==> src/design/sntd_pkg.sv <==
// Shared types and constants for the three-digit signed display formatter.
// No dependencies; used by every module of the block.
`default_nettype none

package sntd_pkg;

  // working width of the number before the display range check
  localparam int NUM_W = 24;

  // display symbol codes
  localparam logic [3:0] SYM_BLANK = 4'd10;
  localparam logic [3:0] SYM_MINUS = 4'd11;
  localparam logic [3:0] SYM_E     = 4'd12;
  localparam logic [3:0] SYM_R     = 4'd13;

  // showable range, and a value outside it that forces the error display
  localparam logic signed [NUM_W-1:0] NUM_MIN = -24'sd99;
  localparam logic signed [NUM_W-1:0] NUM_MAX = 24'sd999;
  localparam logic signed [NUM_W-1:0] NUM_OOR = 24'sd1000;

  // decimal exponent codes
  localparam logic signed [2:0] EXP_M2 = -3'sd2;
  localparam logic signed [2:0] EXP_M1 = -3'sd1;
  localparam logic signed [2:0] EXP_P1 = 3'sd1;
  localparam logic signed [2:0] EXP_P2 = 3'sd2;

  // command codes
  localparam logic CMD_FIXED = 1'b0;
  localparam logic CMD_TEMP  = 1'b1;

  typedef enum logic [2:0] {
    SCALE_CELSIUS    = 3'd0,
    SCALE_KELVIN     = 3'd1,
    SCALE_FAHRENHEIT = 3'd2,
    SCALE_RANKINE    = 3'd3,
    SCALE_DELISLE    = 3'd4,
    SCALE_REAUMUR    = 3'd5,
    SCALE_NEWTON     = 3'd6,
    SCALE_ROMER      = 3'd7
  } scale_t;

  // converted number and the dot requests that travel with it
  typedef struct packed {
    logic [NUM_W-1:0] num;
    logic             ldot;
    logic             mdot;
  } sntd_num_t;

endpackage

`default_nettype wire

==> src/design/sntd_convert.sv <==
// Number stage: scales a fixed-point value or converts a Celsius reading.
// Depends on sntd_pkg; purely combinational, registered by the top level.
`default_nettype none

module sntd_convert
  import sntd_pkg::*;
(
  input  wire logic               cmd,
  input  wire logic signed [15:0] value,
  input  wire logic signed [2:0]  exponent,
  input  wire logic [2:0]         scale,
  output sntd_num_t               res
);

  localparam logic signed [NUM_W-1:0] K21  = 24'sd21;
  localparam logic signed [NUM_W-1:0] K300 = 24'sd300;
  localparam logic signed [NUM_W-1:0] K100 = 24'sd100;
  localparam logic signed [NUM_W-1:0] K10  = 24'sd10;

  logic signed [NUM_W-1:0] c;
  logic signed [NUM_W-1:0] d;
  logic signed [NUM_W-1:0] fsum;
  logic signed [NUM_W-1:0] temp_num;
  logic signed [NUM_W-1:0] fixed_num;
  logic signed [NUM_W-1:0] romer_num;
  logic signed [NUM_W-1:0] romer_q_s;
  logic [NUM_W-1:0]        romer_abs;
  logic [12:0]             romer_x;
  logic [27:0]             romer_prod;
  logic [9:0]              romer_q;
  logic                    romer_oor;
  logic                    exp_ok;

  assign c    = {{(NUM_W-16){value[15]}}, value};
  assign fsum = c + (c >>> 1) + (c >>> 2) + (c >>> 5);
  assign d    = K100 - c;

  // romer: (21c+300)/40 toward zero; /40 is >>3 then x*13108>>16, exact below 5000
  assign romer_num  = K21 * c + K300;
  assign romer_abs  = romer_num[NUM_W-1] ? NUM_W'(-romer_num) : NUM_W'(romer_num);
  assign romer_oor  = romer_num[NUM_W-1] ? (romer_abs >= NUM_W'(4000))
                                         : (romer_abs >= NUM_W'(40000));
  assign romer_x    = romer_abs[15:3];
  assign romer_prod = {15'b0, romer_x} * 28'd13108;
  assign romer_q    = romer_prod[25:16];
  assign romer_q_s  = romer_num[NUM_W-1] ? -$signed({{(NUM_W-10){1'b0}}, romer_q})
                                         : $signed({{(NUM_W-10){1'b0}}, romer_q});

  always_comb begin
    case (scale_t'(scale))
      SCALE_CELSIUS:    temp_num = c;
      SCALE_KELVIN:     temp_num = c + 24'sd273;
      SCALE_FAHRENHEIT: temp_num = fsum + 24'sd32;
      SCALE_RANKINE:    temp_num = fsum + 24'sd491;
      SCALE_DELISLE:    temp_num = d + (d >>> 1);
      SCALE_REAUMUR:    temp_num = (c >>> 1) + (c >>> 2) + (c >>> 5) + (c >>> 6);
      SCALE_NEWTON:     temp_num = (c >>> 2) + (c >>> 4) + (c >>> 6) + (c >>> 7)
                                   - (c >>> 8) - (c >>> 9);
      SCALE_ROMER:      temp_num = romer_oor ? NUM_OOR : romer_q_s;
      default:          temp_num = c;
    endcase
  end

  assign exp_ok = (exponent >= EXP_M2) && (exponent <= EXP_P2);

  always_comb begin
    if (!exp_ok) begin
      fixed_num = NUM_OOR;
    end else if (exponent == EXP_P2) begin
      fixed_num = c * K100;
    end else if (exponent == EXP_P1) begin
      fixed_num = c * K10;
    end else begin
      fixed_num = c;
    end
  end

  always_comb begin
    res.num  = (cmd == CMD_TEMP) ? temp_num : fixed_num;
    res.ldot = (cmd == CMD_FIXED) && (exponent == EXP_M2);
    res.mdot = (cmd == CMD_FIXED) && (exponent == EXP_M1);
  end

endmodule

`default_nettype wire

==> src/design/sntd_format.sv <==
// Display stage: range check, three-digit decimal split, blanking and dots.
// Depends on sntd_pkg; purely combinational, registered by the top level.
`default_nettype none

module sntd_format
  import sntd_pkg::*;
(
  input  wire sntd_num_t   num_in,
  output logic [3:0]       left_symbol,
  output logic [3:0]       middle_symbol,
  output logic [3:0]       right_symbol,
  output logic             left_dot,
  output logic             middle_dot,
  output logic             range_error
);

  logic signed [NUM_W-1:0] n;
  logic [NUM_W-1:0]        n_abs;
  logic [9:0]              mag;
  logic [15:0]             h_prod;
  logic [3:0]              hund;
  logic [6:0]              rem;
  logic [14:0]             t_prod;
  logic [3:0]              tens;
  logic [3:0]              ones;
  logic                    neg;
  logic                    err;
  logic [3:0]              s2;
  logic [3:0]              s1;

  assign n     = $signed(num_in.num);
  assign neg   = n[NUM_W-1];
  assign err   = (n < NUM_MIN) || (n > NUM_MAX);
  assign n_abs = neg ? NUM_W'(-n) : NUM_W'(n);
  assign mag   = n_abs[9:0];

  // m/100 as m*41>>12 and r/10 as r*205>>11, exact over the display range
  assign h_prod = {6'b0, mag} * 16'd41;
  assign hund   = h_prod[15:12];
  assign rem    = 7'(mag - 10'(hund) * 10'd100);
  assign t_prod = {8'b0, rem} * 15'd205;
  assign tens   = t_prod[14:11];
  assign ones   = 4'(rem - 7'(tens) * 7'd10);

  always_comb begin
    s2 = (hund == 4'd0) ? SYM_BLANK : hund;
    s1 = (hund == 4'd0 && tens == 4'd0) ? SYM_BLANK : tens;
    if (neg) begin
      s2 = SYM_MINUS;
    end
    // a lit point forces zeros into blank digits up to it
    if (num_in.mdot || num_in.ldot) begin
      if (s1 == SYM_BLANK) begin
        s1 = 4'd0;
      end
    end
    if (num_in.ldot && s2 == SYM_BLANK) begin
      s2 = 4'd0;
    end

    if (err) begin
      left_symbol   = SYM_E;
      middle_symbol = SYM_R;
      right_symbol  = SYM_R;
      left_dot      = 1'b0;
      middle_dot    = 1'b0;
    end else begin
      left_symbol   = s2;
      middle_symbol = s1;
      right_symbol  = ones;
      left_dot      = num_in.ldot;
      middle_dot    = num_in.mdot;
    end
    range_error = err;
  end

endmodule

`default_nettype wire

==> src/design/signed_number_to_three_digit_display_unit.sv <==
// Top level of the three-digit signed display formatter.
// Depends on sntd_pkg, sntd_convert and sntd_format.
//
// One item is taken in every clock cycle (busy never rises) and its result
// appears on the out_ ports, marked by out_valid, once it has passed an input
// register, a register after the number stage (scaling, temperature
// conversion, divide by 40 by reciprocal multiply) and the result register
// after the decimal split and symbol stage. Results are shown for one cycle
// only and the receiver cannot stall them. The scale register is written with
// cfg_we and used by items accepted after the write.
`default_nettype none

module signed_number_to_three_digit_display_unit
  import sntd_pkg::*;
(
  input  wire logic               clk,
  input  wire logic               rst_n,
  input  wire logic               start,
  output logic                    busy,
  input  wire logic               in_cmd,
  input  wire logic signed [15:0] in_value,
  input  wire logic signed [2:0]  in_exponent,
  input  wire logic               cfg_we,
  input  wire logic [2:0]         cfg_wdata,
  output logic                    out_valid,
  output logic [3:0]              out_left_symbol,
  output logic [3:0]              out_middle_symbol,
  output logic [3:0]              out_right_symbol,
  output logic                    out_left_dot,
  output logic                    out_middle_dot,
  output logic                    out_range_error
);

  logic               temp_scale_r;
  logic [2:0]         scale_r;
  logic               s1_valid_r;
  logic               s1_cmd_r;
  logic signed [15:0] s1_value_r;
  logic signed [2:0]  s1_exponent_r;
  logic               s2_valid_r;
  sntd_num_t          s2_num_r;
  sntd_num_t          s2_num_nxt;
  logic [3:0]         left_nxt;
  logic [3:0]         middle_nxt;
  logic [3:0]         right_nxt;
  logic               ldot_nxt;
  logic               mdot_nxt;
  logic               err_nxt;

  assign busy = 1'b0;

  // holds the scale register and marks that it has been written since reset
  always_ff @(posedge clk) begin
    if (!rst_n) begin
      scale_r      <= 3'd0;
      temp_scale_r <= 1'b0;
    end else if (cfg_we) begin
      scale_r      <= cfg_wdata;
      temp_scale_r <= 1'b1;
    end
  end

  always_ff @(posedge clk) begin
    if (!rst_n) begin
      s1_valid_r <= 1'b0;
      s2_valid_r <= 1'b0;
      out_valid  <= 1'b0;
    end else begin
      s1_valid_r <= start && !busy;
      s2_valid_r <= s1_valid_r;
      out_valid  <= s2_valid_r;
    end
  end

  always_ff @(posedge clk) begin
    if (start && !busy) begin
      s1_cmd_r      <= in_cmd;
      s1_value_r    <= in_value;
      s1_exponent_r <= in_exponent;
    end
    if (s1_valid_r) begin
      s2_num_r <= s2_num_nxt;
    end
    if (s2_valid_r) begin
      out_left_symbol   <= left_nxt;
      out_middle_symbol <= middle_nxt;
      out_right_symbol  <= right_nxt;
      out_left_dot      <= ldot_nxt;
      out_middle_dot    <= mdot_nxt;
      out_range_error   <= err_nxt;
    end
  end

  sntd_convert u_convert (
    .cmd      (s1_cmd_r),
    .value    (s1_value_r),
    .exponent (s1_exponent_r),
    .scale    (temp_scale_r ? scale_r : 3'd0),
    .res      (s2_num_nxt)
  );

  sntd_format u_format (
    .num_in        (s2_num_r),
    .left_symbol   (left_nxt),
    .middle_symbol (middle_nxt),
    .right_symbol  (right_nxt),
    .left_dot      (ldot_nxt),
    .middle_dot    (mdot_nxt),
    .range_error   (err_nxt)
  );

endmodule

`default_nettype wire

==> config.mk <==
export PLATFORM = sky130hd
export DESIGN_NAME = signed_number_to_three_digit_display_unit
export DESIGN_NICKNAME = d
export VERILOG_FILES = /design/src/design/sntd_pkg.sv /design/src/design/sntd_convert.sv /design/src/design/sntd_format.sv /design/src/design/signed_number_to_three_digit_display_unit.sv
export SDC_FILE = /design/constraint.sdc
export NUM_CORES = 1
export LEC_CHECK = 0
export BUFFER_PORTS_ARGS = -buffer_cell sky130_fd_sc_hd__buf_2
export CAP_MARGIN = 40
export CORE_MARGIN = 5
export CORE_UTILIZATION = 65
export DETAILED_ROUTE_END_ITERATION = 8
export GPL_TIMING_DRIVEN = 0
export PLACE_DENSITY_LB_ADDON = 0.12
export SLEW_MARGIN = 10
export SYNTH_ARGS = -nofsm -noshare
export SYNTH_HDL_FRONTEND = slang
export SYNTH_SLANG_ARGS = --single-unit
==> constraint.sdc <==
create_clock -name clk -period 14.8 [get_ports clk]
set_input_delay 0.74 -clock clk [delete_from_list [all_inputs] [get_ports clk]]
set_output_delay 0.74 -clock clk [all_outputs]
set_load 0.005 [all_outputs]
==> results of run 1 <==
-- cells in the final DEF (no fill, tap or decap), drive strengths merged, types with 7 or more instances in the layout --
master,Yosys,routed
o21a,25,25
buf,11,75
o31ai,16,16
nand2b,32,32
or3,15,15
o211ai,33,33
mux2i,13,13
inv,351,354
dfxtp,7,7
nor2,130,130
or4,7,7
nor2b,24,24
nor3,54,54
a211o,8,8
a21oi,179,179
or2,10,10
o22ai,10,10
a211oi,25,25
a31o,7,7
xnor2,174,174
nand3,46,46
nand4,20,20
a31oi,32,32
and2,23,23
a21o,48,48
ha,401,401
o21bai,41,41
o221ai,9,9
edfxtp,61,61
clkbuf,39,48
fa,143,143
a2111oi,12,12
and3,23,23
a221oi,14,14
nor4,13,13
o21ai,107,107
nand2,108,108
xor2,66,66
-- final timing paths --
path / cells after the start / endpoint
worst max-delay path: 40 / s2_num_r[10]$_DFFE_PP_
worst min-delay path: 1 / s1_value_r[9]$_DFFE_PP_
worst max register to register: 40 / s2_num_r[10]$_DFFE_PP_
worst min register to register: 1 / out_middle_dot$_SDFFCE_PP0P_
-- kinds of logic after synthesis --
| family | after synthesis | synth area share, % |
|---|---|---|
| mux | 15 | 0.8045 |
| other cells | 1 | 0.01827 |
| simple gates | 537 | 13.38 |
| compound gates | 628 | 20.13 |
| buf+inv | 402 | 7.430 |
| flops | 68 | 9.606 |
| xor+xnor | 240 | 10.24 |
| fa+ha+maj | 544 | 38.39 |
-- worst max-delay path, delay by kind of cell (launching register included) --
| family | cells | cell delay (ps) |
|---|---|---|
| AND/OR/NAND/NOR | 6 | 1830 |
| buffers and inverters | 8 | 1960 |
| flip-flops | 1 | 620 |
| AO/OA/AOI/OAI | 12 | 2880 |
| XOR/XNOR | 3 | 1060 |
| adder cells (fa/ha/maj) | 11 | 4280 |
-- per-stage QoR --
| stage | area (sq um) | utilization [%] | hold slack, ps | worst slack [ps] | instances |
|---|---|---|---|---|---|
| after floorplan | 20530 | - | 525.7 | 4201 | 2435 |
| after global placement | 21240 | 67.66 | 540.5 | 1787 | 2879 |
| after detailed placement | 21610 | 68.84 | 550.2 | 2170 | 2901 |
| after CTS | 21920 | 69.82 | 550.0 | 2087 | 2917 |
| after global routing | 21920 | 69.82 | 553.2 | 1300 | 2917 |
| final | 21920 | 69.82 | 555.5 | 1876 | 2917 |
-- cell type report --
| type | instances | area (sq um) |
|---|---|---|
| multi-input cells | 1965 | 17050 |
| clock inverters | 7 | 81.33 |
| flip-flops and latches | 68 | 1972 |
| repair buffers | 64 | 565.5 |
| well taps | 402 | 503.0 |
| inverters | 352 | 1321 |
| fillers | 2568 | 9474 |
| clock buffers | 9 | 225.2 |
| plain buffers | 50 | 203.9 |
-- sequential cells by signal (all words and copies together), names as in the netlist --
register / cells
out_left_symbol: 4
out_middle_dot: 1
out_right_symbol: 4
s1_exponent_r: 3
s1_valid_r: 1
out_left_dot: 1
out_middle_symbol: 4
out_range_error: 1
scale_r: 3
s2_valid_r: 1
s2_num_r: 26
temp_scale_r: 1
out_valid: 1
s1_cmd_r: 1
s1_value_r: 16
-- metal layers --
metal	track usage, %	wire length (um)	vias to the layer above	part of all wire (%)
met5	0	0	-	0
met4	11.69	2493	0	4.2
met3	3.686	3646	174	6.2
met2	56.87	27550	661	47
met1	43.37	25310	8783	43
li1	-	-	8754	-
==> impl_metrics.env, run 1 <==
export IMPL_status="completed"
export IMPL_synth_common_cells="401 x ha_1, 351 x inv_1, 179 x a21oi_1"
export IMPL_synth_cell_type_count=86
export IMPL_core_sq_um=31390
export IMPL_layout_drive_gt1_share_pct=4.652
export IMPL_cts_clk_slew_worst_paths_ps=70
export IMPL_path_common_cell="ha_1"
export IMPL_finalCriticalPeriod_ps=12920
export IMPL_clock_sinks=68
export IMPL_syn_num_nets=3006
export IMPL_slowest_stage="edfxtp_1"
export IMPL_grt_pass1_vias=18430
export IMPL_via_per_inst=6.298
export IMPL_cts_buffer_depth=2
export IMPL_drtPass1Iterations=5
export IMPL_timing_fmax_mhz=77.38
export IMPL_skew_ps=10.32
export IMPL_io_pins=44
export IMPL_fin_crit_sh_pct=87.32
export IMPL_startpoint="s1_value_r[15]$_DFFE_PP_"
export IMPL_syn_inst=2435
export IMPL_yosysWarnings=0
export IMPL_critPathMaxStageDelay_ps=620
export IMPL_hpwlAfterDp_um=49810
export IMPL_hold_buffers=0
export IMPL_drt_iter0_markers=1592
export IMPL_path_class="flop to flop"
export IMPL_cp_required_ps=14850
export IMPL_grt_pass1_wl_um=95160
export IMPL_port_buffers=42
export IMPL_grt_start_max_net_pins=22
export IMPL_die_x_um=187.7
export IMPL_die_height_um=187.7
export IMPL_place_congestion=1.041
export IMPL_netlist_top_cells_area="ha_1 24%, fa_1 14%, edfxtp_1 8.9%"
export IMPL_cts_made_buffers=9
export IMPL_wl_per_cell_um=20.23
export IMPL_nNetsFinal=3081
export IMPL_antenna_cells=0
export IMPL_worst_path_max_fanout=16
export IMPL_vias=18370
export IMPL_final_setup_tns_ps=0
export IMPL_ant_nets=0
export IMPL_synth_edf_count=61
export IMPL_min_from="in_value[9]"
export IMPL_worstSetupEndpointType="flop"
export IMPL_yosysTopAreaCell="ha_1"
export IMPL_synth_main_ff_cell="edfxtp_1"
export IMPL_hold_class="primary input to flop"
export IMPL_cts_resized=0
export IMPL_finalHoldViolCount=0
export IMPL_clk_latency_ps=350
export IMPL_ys_seq_elements=68
export IMPL_rsz0062_at_grt="no"
export IMPL_cts_tree="yes"
export IMPL_tightestPinTransition_ps=969.3
export IMPL_grt_usage_pct=33.10
export IMPL_async_flop_share_pct=0
export IMPL_syn_cell_area_sq_um=20530
export IMPL_max_slew_margin_pct=35.26
export IMPL_syn2layout_area_growth_pct=6.771
export IMPL_initial_core_util_pct=65.39
export IMPL_setup_viol=0
export IMPL_cap_viol_max_count=0
export IMPL_netlist_area_leader_share_pct=24.44
export IMPL_crit_path_start_kind="flop"
export IMPL_drc=0
export IMPL_r2r_start="s1_value_r[15]$_DFFE_PP_"
export IMPL_htree_levels=3
export IMPL_antenna_found_initial=0
export IMPL_yosysMostFrequentCell="ha_1"
export IMPL_avgSynthCellArea_sq_um=8.431
export IMPL_r2r_setup_slack_ps=1880
export IMPL_yosysSeqAreaShare_pct=9.606
export IMPL_finalMaxSlewViolations=0
export IMPL_die_area_sq_um=35240
export IMPL_root_buffer="clkbuf_16"
export IMPL_wl_um=59000
export IMPL_num_rows=65
export IMPL_worstPathArrival_ps=12970
export IMPL_overflow=0
export IMPL_post_cts_buffers=0
Power of run 1 is not shown: default switching activity piles up to over one toggle a cycle in this logic, so the estimate is an artifact.
==> inputs of run 2 (changes only) <==
- CELL_PAD_IN_SITES_DETAIL_PLACEMENT: default -> 0
- CELL_PAD_IN_SITES_GLOBAL_PLACEMENT: default -> 1
- CORE_ASPECT_RATIO: default -> 1.2
- CORE_UTILIZATION: 65 -> 51
- RECOVER_POWER: default -> 25
==> impl_metrics.env, run 2 (synthesis results as in run 1) <==
export IMPL_wl_per_cell_um=19.80
export IMPL_crit_path_start_kind="flop"
export IMPL_hold_class="flop to flop"
export IMPL_cp_endpoint="s2_num_r[10]$_DFFE_PP_"
export IMPL_reg_largest_list="s2_num_r: 26 flops, s1_value_r: 16 flops"
export IMPL_drtPass1Iterations=6
export IMPL_grt_pass1_wl_um=95280
export IMPL_setup_viol=0
export IMPL_timing_fmax_mhz=77.21
export IMPL_antenna_found_initial=1
export IMPL_slowest_stage="xnor2_1"
export IMPL_clock_sinks=68
export IMPL_max_slew_margin_pct=2.815
export IMPL_cts_clk_slew_worst_paths_ps=60
export IMPL_syn2layout_area_growth_pct=7.832
export IMPL_cp_required_ps=14840
export IMPL_ant_nets=0
export IMPL_core_sq_um=39840
export IMPL_path_common_cell="ha_1"
export IMPL_layout_common_cells="401 x ha_1, 351 x inv_1, 179 x a21oi_1"
export IMPL_cts_tree="yes"
export IMPL_status="completed"
export IMPL_io_pins=44
export IMPL_r2r_setup_slack_ps=1850
export IMPL_antenna_cells=0
export IMPL_hold_buffers=0
export IMPL_clk_latency_ps=350
export IMPL_grt_usage_pct=26.95
export IMPL_rsz0062_at_grt="no"
export IMPL_r2r_end="s2_num_r[10]$_DFFE_PP_"
export IMPL_die_x_um=193.2
export IMPL_place_congestion=0.9828
export IMPL_die_area_sq_um=44380
export IMPL_overflow=0
export IMPL_htree_levels=3
export IMPL_critPathMaxStageDelay_ps=750
export IMPL_nNetsFinal=3084
export IMPL_layout_drive_gt1_share_pct=4.647
export IMPL_drt_iter0_markers=1230
export IMPL_hpwlAfterDp_um=51120
export IMPL_grt_pass1_vias=17880
export IMPL_worst_path_max_fanout=17
export IMPL_num_rows=80
export IMPL_largest_reg_flops=26
export IMPL_tightestPinTransition_ps=1458
export IMPL_fin_crit_sh_pct=87.51
export IMPL_startpoint="s1_value_r[15]$_DFFE_PP_"
export IMPL_cap_viol_max_count=0
export IMPL_finalMaxSlewViolations=0
export IMPL_root_buffer="clkbuf_16"
export IMPL_worstSetupEndpointType="flop"
export IMPL_final_setup_tns_ps=0
export IMPL_port_buffers=42
export IMPL_drc=0
export IMPL_path_class="flop to flop"
export IMPL_die_height_um=229.8
export IMPL_largest_register="s2_num_r"
export IMPL_cts_made_buffers=9
export IMPL_cts_resized=0
export IMPL_via_per_inst=5.883
export IMPL_worstPathArrival_ps=12990
export IMPL_vias=17950
export IMPL_grt_start_max_net_pins=22
export IMPL_skew_ps=14.92
export IMPL_finalHoldViolCount=0
export IMPL_post_cts_buffers=0
export IMPL_finalCriticalPeriod_ps=12950
export IMPL_rr_worst_depth=41
export IMPL_cts_buffer_depth=2
export IMPL_final_common_cell="ha_1"
export IMPL_r2r_start="s1_value_r[15]$_DFFE_PP_"
export IMPL_initial_core_util_pct=51.53
export IMPL_wl_um=60400
==> run 2: cell types whose count changed in the layout (fill, tap and decap cells not counted), moves of 2 or more <==
cell      change
inv_6         -2
buf_4         +3
inv_4         +2
clkbuf_8      +2
buf_2         -4
clkbuf_1      +5
clkinv_4      -2
buf_16        +3
buf_8         -4
==> run 2: per-layer routing <==
metal / routed length (um) / GRT usage [%]
met1: 25430 / 33.15
met2: 29840 / 48.60
met3: 2713 / 3.004
met4: 2422 / 9.008
met5: 0 / 0
==> run 2: layout make-up <==
class / count / area (sq um)
inverters: 352 / 1321
clock buffers: 12 / 277.8
multi-input cells: 1965 / 17050
fillers: 3849 / 17700
plain buffers: 50 / 203.9
well taps: 533 / 666.9
repair buffers: 67 / 616.8
flip-flops and latches: 68 / 1972
clock inverters: 4 / 26.28
==> run 2: critical path, delay by kind of cell, from the launching register on <==
kind	cells	cell delay, ps
AO/OA/AOI/OAI	12	2660
XOR/XNOR	3	1420
adder cells (fa/ha/maj)	11	4260
buffers and inverters	9	2160
flip-flops	1	580
AND/OR/NAND/NOR	6	1510
==> run 2: stage by stage <==
stage / cell area (sq um) / utilization, % / hold slack [ps] / setup WS (ps) / std cells
after floorplan: 20530 / - / 525.7 / 4201 / 2435
after global placement: 21410 / 53.73 / 549.7 / 1456 / 3010
after detailed placement: 21840 / 54.82 / 550.2 / 1899 / 3035
after CTS: 22140 / 55.58 / 556.7 / 1843 / 3051
after global routing: 22140 / 55.57 / 551.9 / 1097 / 3051
final: 22140 / 55.57 / 560.6 / 1848 / 3051
==> run 2: worst min path at each step <==
stage | from | to | slack, ps | cells after the start
floorplan | s2_num_r[0]$_DFFE_PP_ | out_middle_dot$_SDFFCE_PP0P_ | 530 | 1
finish | s2_num_r[0]$_DFFE_PP_ | out_middle_dot$_SDFFCE_PP0P_ | 560 | 1
global route | in_value[8] | s1_value_r[8]$_DFFE_PP_ | 550 | 1
CTS | in_value[15] | s1_value_r[15]$_DFFE_PP_ | 560 | 1
global placement | s2_num_r[0]$_DFFE_PP_ | out_middle_dot$_SDFFCE_PP0P_ | 550 | 1
detailed placement | s2_num_r[0]$_DFFE_PP_ | out_middle_dot$_SDFFCE_PP0P_ | 550 | 1
Power of run 2 is left out for the same reason.
